## src/hw/rtl/gcs_pkg.sv

```systemverilog
// Shared constants, codes and types for the graph adjacency store.
package gcs_pkg;

   localparam int MAX_NODES_DEF   = 256;
   localparam int MAX_EDGES_DEF   = 1024;
   localparam int WEIGHT_BITS_DEF = 32;
   localparam int SUM_W           = 48;

   localparam logic [2:0] ACT_ADD    = 3'd0;
   localparam logic [2:0] ACT_REMOVE = 3'd1;
   localparam logic [2:0] ACT_WEIGHT = 3'd2;
   localparam logic [2:0] ACT_DEGREE = 3'd3;
   localparam logic [2:0] ACT_OFFSET = 3'd4;
   localparam logic [2:0] ACT_SLOT   = 3'd5;

   localparam logic [1:0] STS_OK    = 2'd0;
   localparam logic [1:0] STS_RANGE = 2'd1;
   localparam logic [1:0] STS_ZERO  = 2'd2;
   localparam logic [1:0] STS_FULL  = 2'd3;

   typedef enum logic [1:0] {
      ALU_ADD_W,
      ALU_ADD_S,
      ALU_SUB_F
   } alu_op_type;

   typedef struct packed {
      alu_op_type       op;
      logic [SUM_W:0]   a;
      logic [SUM_W:0]   b;
   } alu_req_type;

endpackage

```

## src/hw/rtl/gcs_sat_alu.sv

```systemverilog
// Shared saturating add / floored subtract unit.
module gcs_sat_alu #(
   parameter int WEIGHT_BITS = gcs_pkg::WEIGHT_BITS_DEF
) (
   input  gcs_pkg::alu_req_type           req,
   output logic [gcs_pkg::SUM_W-1:0]      result
);

   localparam int SW = gcs_pkg::SUM_W;
   localparam logic [SW+1:0] WMAX = ((SW+2)'(1) << WEIGHT_BITS) - (SW+2)'(1);
   localparam logic [SW+1:0] SMAX = ((SW+2)'(1) << SW) - (SW+2)'(1);

   logic [SW+1:0] sum;
   logic [SW+1:0] diff;

   assign sum  = (SW+2)'(req.a) + (SW+2)'(req.b);
   assign diff = (SW+2)'(req.a) - (SW+2)'(req.b);

   always_comb begin
      unique case (req.op)
         gcs_pkg::ALU_ADD_W: begin
            result = (sum > WMAX) ? WMAX[SW-1:0] : sum[SW-1:0];
         end
         gcs_pkg::ALU_ADD_S: begin
            result = (sum > SMAX) ? SMAX[SW-1:0] : sum[SW-1:0];
         end
         gcs_pkg::ALU_SUB_F: begin
            result = (req.a >= req.b) ? diff[SW-1:0] : '0;
         end
         default: begin
            result = '0;
         end
      endcase
   end

endmodule

```

## config.mk

```make
export PLATFORM = sky130hd
export DESIGN_NAME = gcs_sat_alu
export DESIGN_NICKNAME = d
export VERILOG_FILES = /design/src/hw/rtl/gcs_pkg.sv /design/src/hw/rtl/gcs_sat_alu.sv
export SDC_FILE = /design/constraint.sdc
export NUM_CORES = 1
export LEC_CHECK = 0
export BUFFER_PORTS_ARGS = -buffer_cell sky130_fd_sc_hd__buf_2
export CAP_MARGIN = 0
export CORE_ASPECT_RATIO = 0.7
export CORE_MARGIN = 3
export CORE_UTILIZATION = 40
export DETAILED_ROUTE_END_ITERATION = 16
export PLACE_DENSITY = 0.73
export SLEW_MARGIN = 10
export SYNTH_ARGS = -nofsm -noshare
export SYNTH_HDL_FRONTEND = slang
export SYNTH_SLANG_ARGS = --single-unit
```

## constraint.sdc

```tcl
create_clock -name vclk -period 12
set_clock_uncertainty 0.15 [all_clocks]
set_input_delay 2.4 -clock vclk [all_inputs]
set_output_delay 2.4 -clock vclk [all_outputs]
set_load 0.05 [all_outputs]
```

==> impl_results.md <==
* Status: finished clean
* Total Power at 539 µW
* Compound-cell area share of the yosys netlist at 42.6%
* Critical path endpoint category: primary output
* Worst hold slack at 5.21 ns
* Largest family of logic cells by synthesized area: compound AO/OA/AOI/OAI gates
* First-pass GRT wire length at 42.2 mm
* DP Wirelength at between 20 and 25 mm
* CP Data Arrival Time at 7.40 ns
* Post-place setup slack at ~2.2 ns
* N_diodes at 0
* Fmax at ~100 MHz
* Overflow after GRT at 0
* Core area at 16700 µm²
* Vias per std cell at 6.30
* Top-count cell post-synth: a21oi_1
* Dominant cells by area after synthesis: ha_1 (18%), a21oi_1 (8.5%), inv_1 (5.6%), nor2_1 (5.1%), xnor2_1 (5.0%)
* Residual DRC at 0
* MaxCap Viol Count at 0
* CP Launch Type: primary input
* Logic pwr share at between 90% and 100%
* RSZ-0062 raised after global routing: no
* Syn nets at 1266
* Hold Crit Class: primary input to primary output
* Number of global-route vias before repair at a little under 8000
* Setup TNS at 0 ns
* Worst Setup Slack, final at 2.05 ns
* Synth top cells by count: a21oi_1 (118), inv_1 (104), ha_1 (98)
* Initial antenna violation count at 0
* RePlAce Congestion at 1.00
* Avg Inst Size Synth at 6.54 µm²
* Finish-stage setup viols at 0
* Power per cell area at 69.9 nW/µm²
* Worst-Margin Slew at 1.27 ns
* Setup bufs post-CTS at 0
* Slew margin rel. at between 10% and 20%
* Sequential cell area fraction in the yosys report at 0%
* Final Slew Violations at 0
* Die W at 164 µm
* Mapped Area at around 7000 µm²
* Net Sw Frac at 68.3%
* Max incr delay on CP at approximately 0.63 ns
* Final min period at 9.95 ns
* Overall Global Routing Usage at 27.0%
* Sequential share of power at 0%
* Post-synthesis adder-cell area fraction at 18.2%
* Area leader, netlist: ha_1
* Post-synthesis simple-gate area fraction at 22.4%
* Drt wl/cell at approximately 20 µm
* Clk pwr share at 0%
* Cell row count at 39
* Die ar. at 19100 µm²
* Fin. Hold Viols at 0
* Layout Nets at 1358
* LEAKAGE at 0.00355 µW
* I/O Buffers at 148
* Mapped Cells at 1066
* Area post-placement at 7710 µm²
* Portion of netlist area occupied by mux cells at 0%
* Final period util at roughly 83%
* Layout area overhead at 10.7%
* Critical path peak fanout at 26
* Post-CTS resize count at 0
* Final wirelength at 27.0 mm
* # IOs at 148
* Cell Chain, Critical Path: buf_2, ha_1, inv_1, fa_1, nor2_2, o211ai_2, a311o_1, o2111ai_1, a21oi_2, nor4_1, o21bai_1, a22oi_4, nand4_2, o41ai_4, buf_4, o221ai_1, buf_2
* Largest net degree at the start of global routing at between 50 and 60
* Psw at 369 µW
* Clock buffers at 0
* Share of cells above drive strength 1 at ~18%
* Worst IR Drop VDD at between 40 and 50 µV
* Cell variety after synth at 83
* DR pass1 iterations at 7
* Slowest CP cell: nor4_1
* Crit path required time at 9.45 ns
* Post-route ant nets at 0
* Critical path class: primary input to primary output
* Count of flip-flops and latches at 0
* Total number of vias at 8697
* Most common cell on crit path: buf_2
* Internal at roughly 170 µW
* Xor/xnor share of the synthesized area at 6.03%
* Post-route cell area at between 7000 and 8000 µm²
* Die H at 116 µm
* Initial Util at 41.8%
* Ys Warns at 0
* Top-area cell type share of the netlist area at about 18%
* Storage cell area at 0 µm²
* DRT iter0 DRCs at 1022
* # hold bufs at CTS at 0
[cell usage in the layout (no fill, tap or decap), drive strengths merged, types with 6 or more instances in the layout]
| master | count |
|---|---|
| o22ai | 30 |
| a2111oi | 8 |
| and2 | 7 |
| nor2b | 16 |
| ha | 98 |
| or2 | 7 |
| nand2b | 14 |
| nor4 | 25 |
| nor2 | 98 |
| buf | 154 |
| nand2 | 68 |
| a221oi | 21 |
| a211oi | 17 |
| a22oi | 12 |
| o211ai | 12 |
| xor2 | 8 |
| o221ai | 9 |
| nand3 | 14 |
| a21oi | 123 |
| o21bai | 21 |
| a31oi | 8 |
| a21boi | 9 |
| nand4 | 21 |
| o31ai | 24 |
| inv | 113 |
| nor3 | 18 |
| o21ai | 74 |
| xnor2 | 40 |
| and3 | 6 |
| a21o | 22 |
[per-layer routing]
metal	routed length (µm)	track usage [%]	share of wire, %
met5	0	0	0
met4	212	2.31	0.78
met3	3040	2.59	11
met2	10500	38.6	39
met1	13300	44.1	49
[worst max-delay path, delay by kind of cell]
family | cells | cell delay, ns
AO/OA/AOI/OAI | 8 | 2.48
AND/OR/NAND/NOR | 3 | 0.97
buffers and inverters | 4 | 0.90
adder cells (fa/ha/maj) | 2 | 0.62
[stage by stage]
stage                     utilization, %  cells
after detailed placement            46.2   1381
final                               46.2   1381
after CTS                           46.2   1381
after global placement              46.2   1381
after floorplan                        -   1066
after global routing                46.2   1381
[area by class of cell]
cell class	instances	area (µm²)
Timing Repair Buffer	154	786
Multi-Input combinational cell	889	6220
Inverter	113	429
Tap cell	225	282
Fill cell	1836	8970
[kinds of logic (layout without fill, tap and decap cells)]
logic type,count (synthesis),in the layout
AO/OA/AOI/OAI,430,430
AND/OR/NAND/NOR,311,311
adder cells (fa/ha/maj),100,100
XOR/XNOR,48,48
buffers and inverters,177,267
[final timing paths]
kind / startpoint / end / slack, ns / cells after the start
max: req[0] / result[27] / 2.05 / 17
min: req[0] / result[0] / 5.21 / 4
[power by group through the flow]
stage                     Clock [µW]  Combinational [µW]  Sequential [µW]
after global routing               0                 578                0
after floorplan                    0                 394                0
after detailed placement           0                 525                0
final                              0                 539                0
after CTS                          0                 527                0
after global placement             0                 525                0
(Power assumes the default switching activity.)
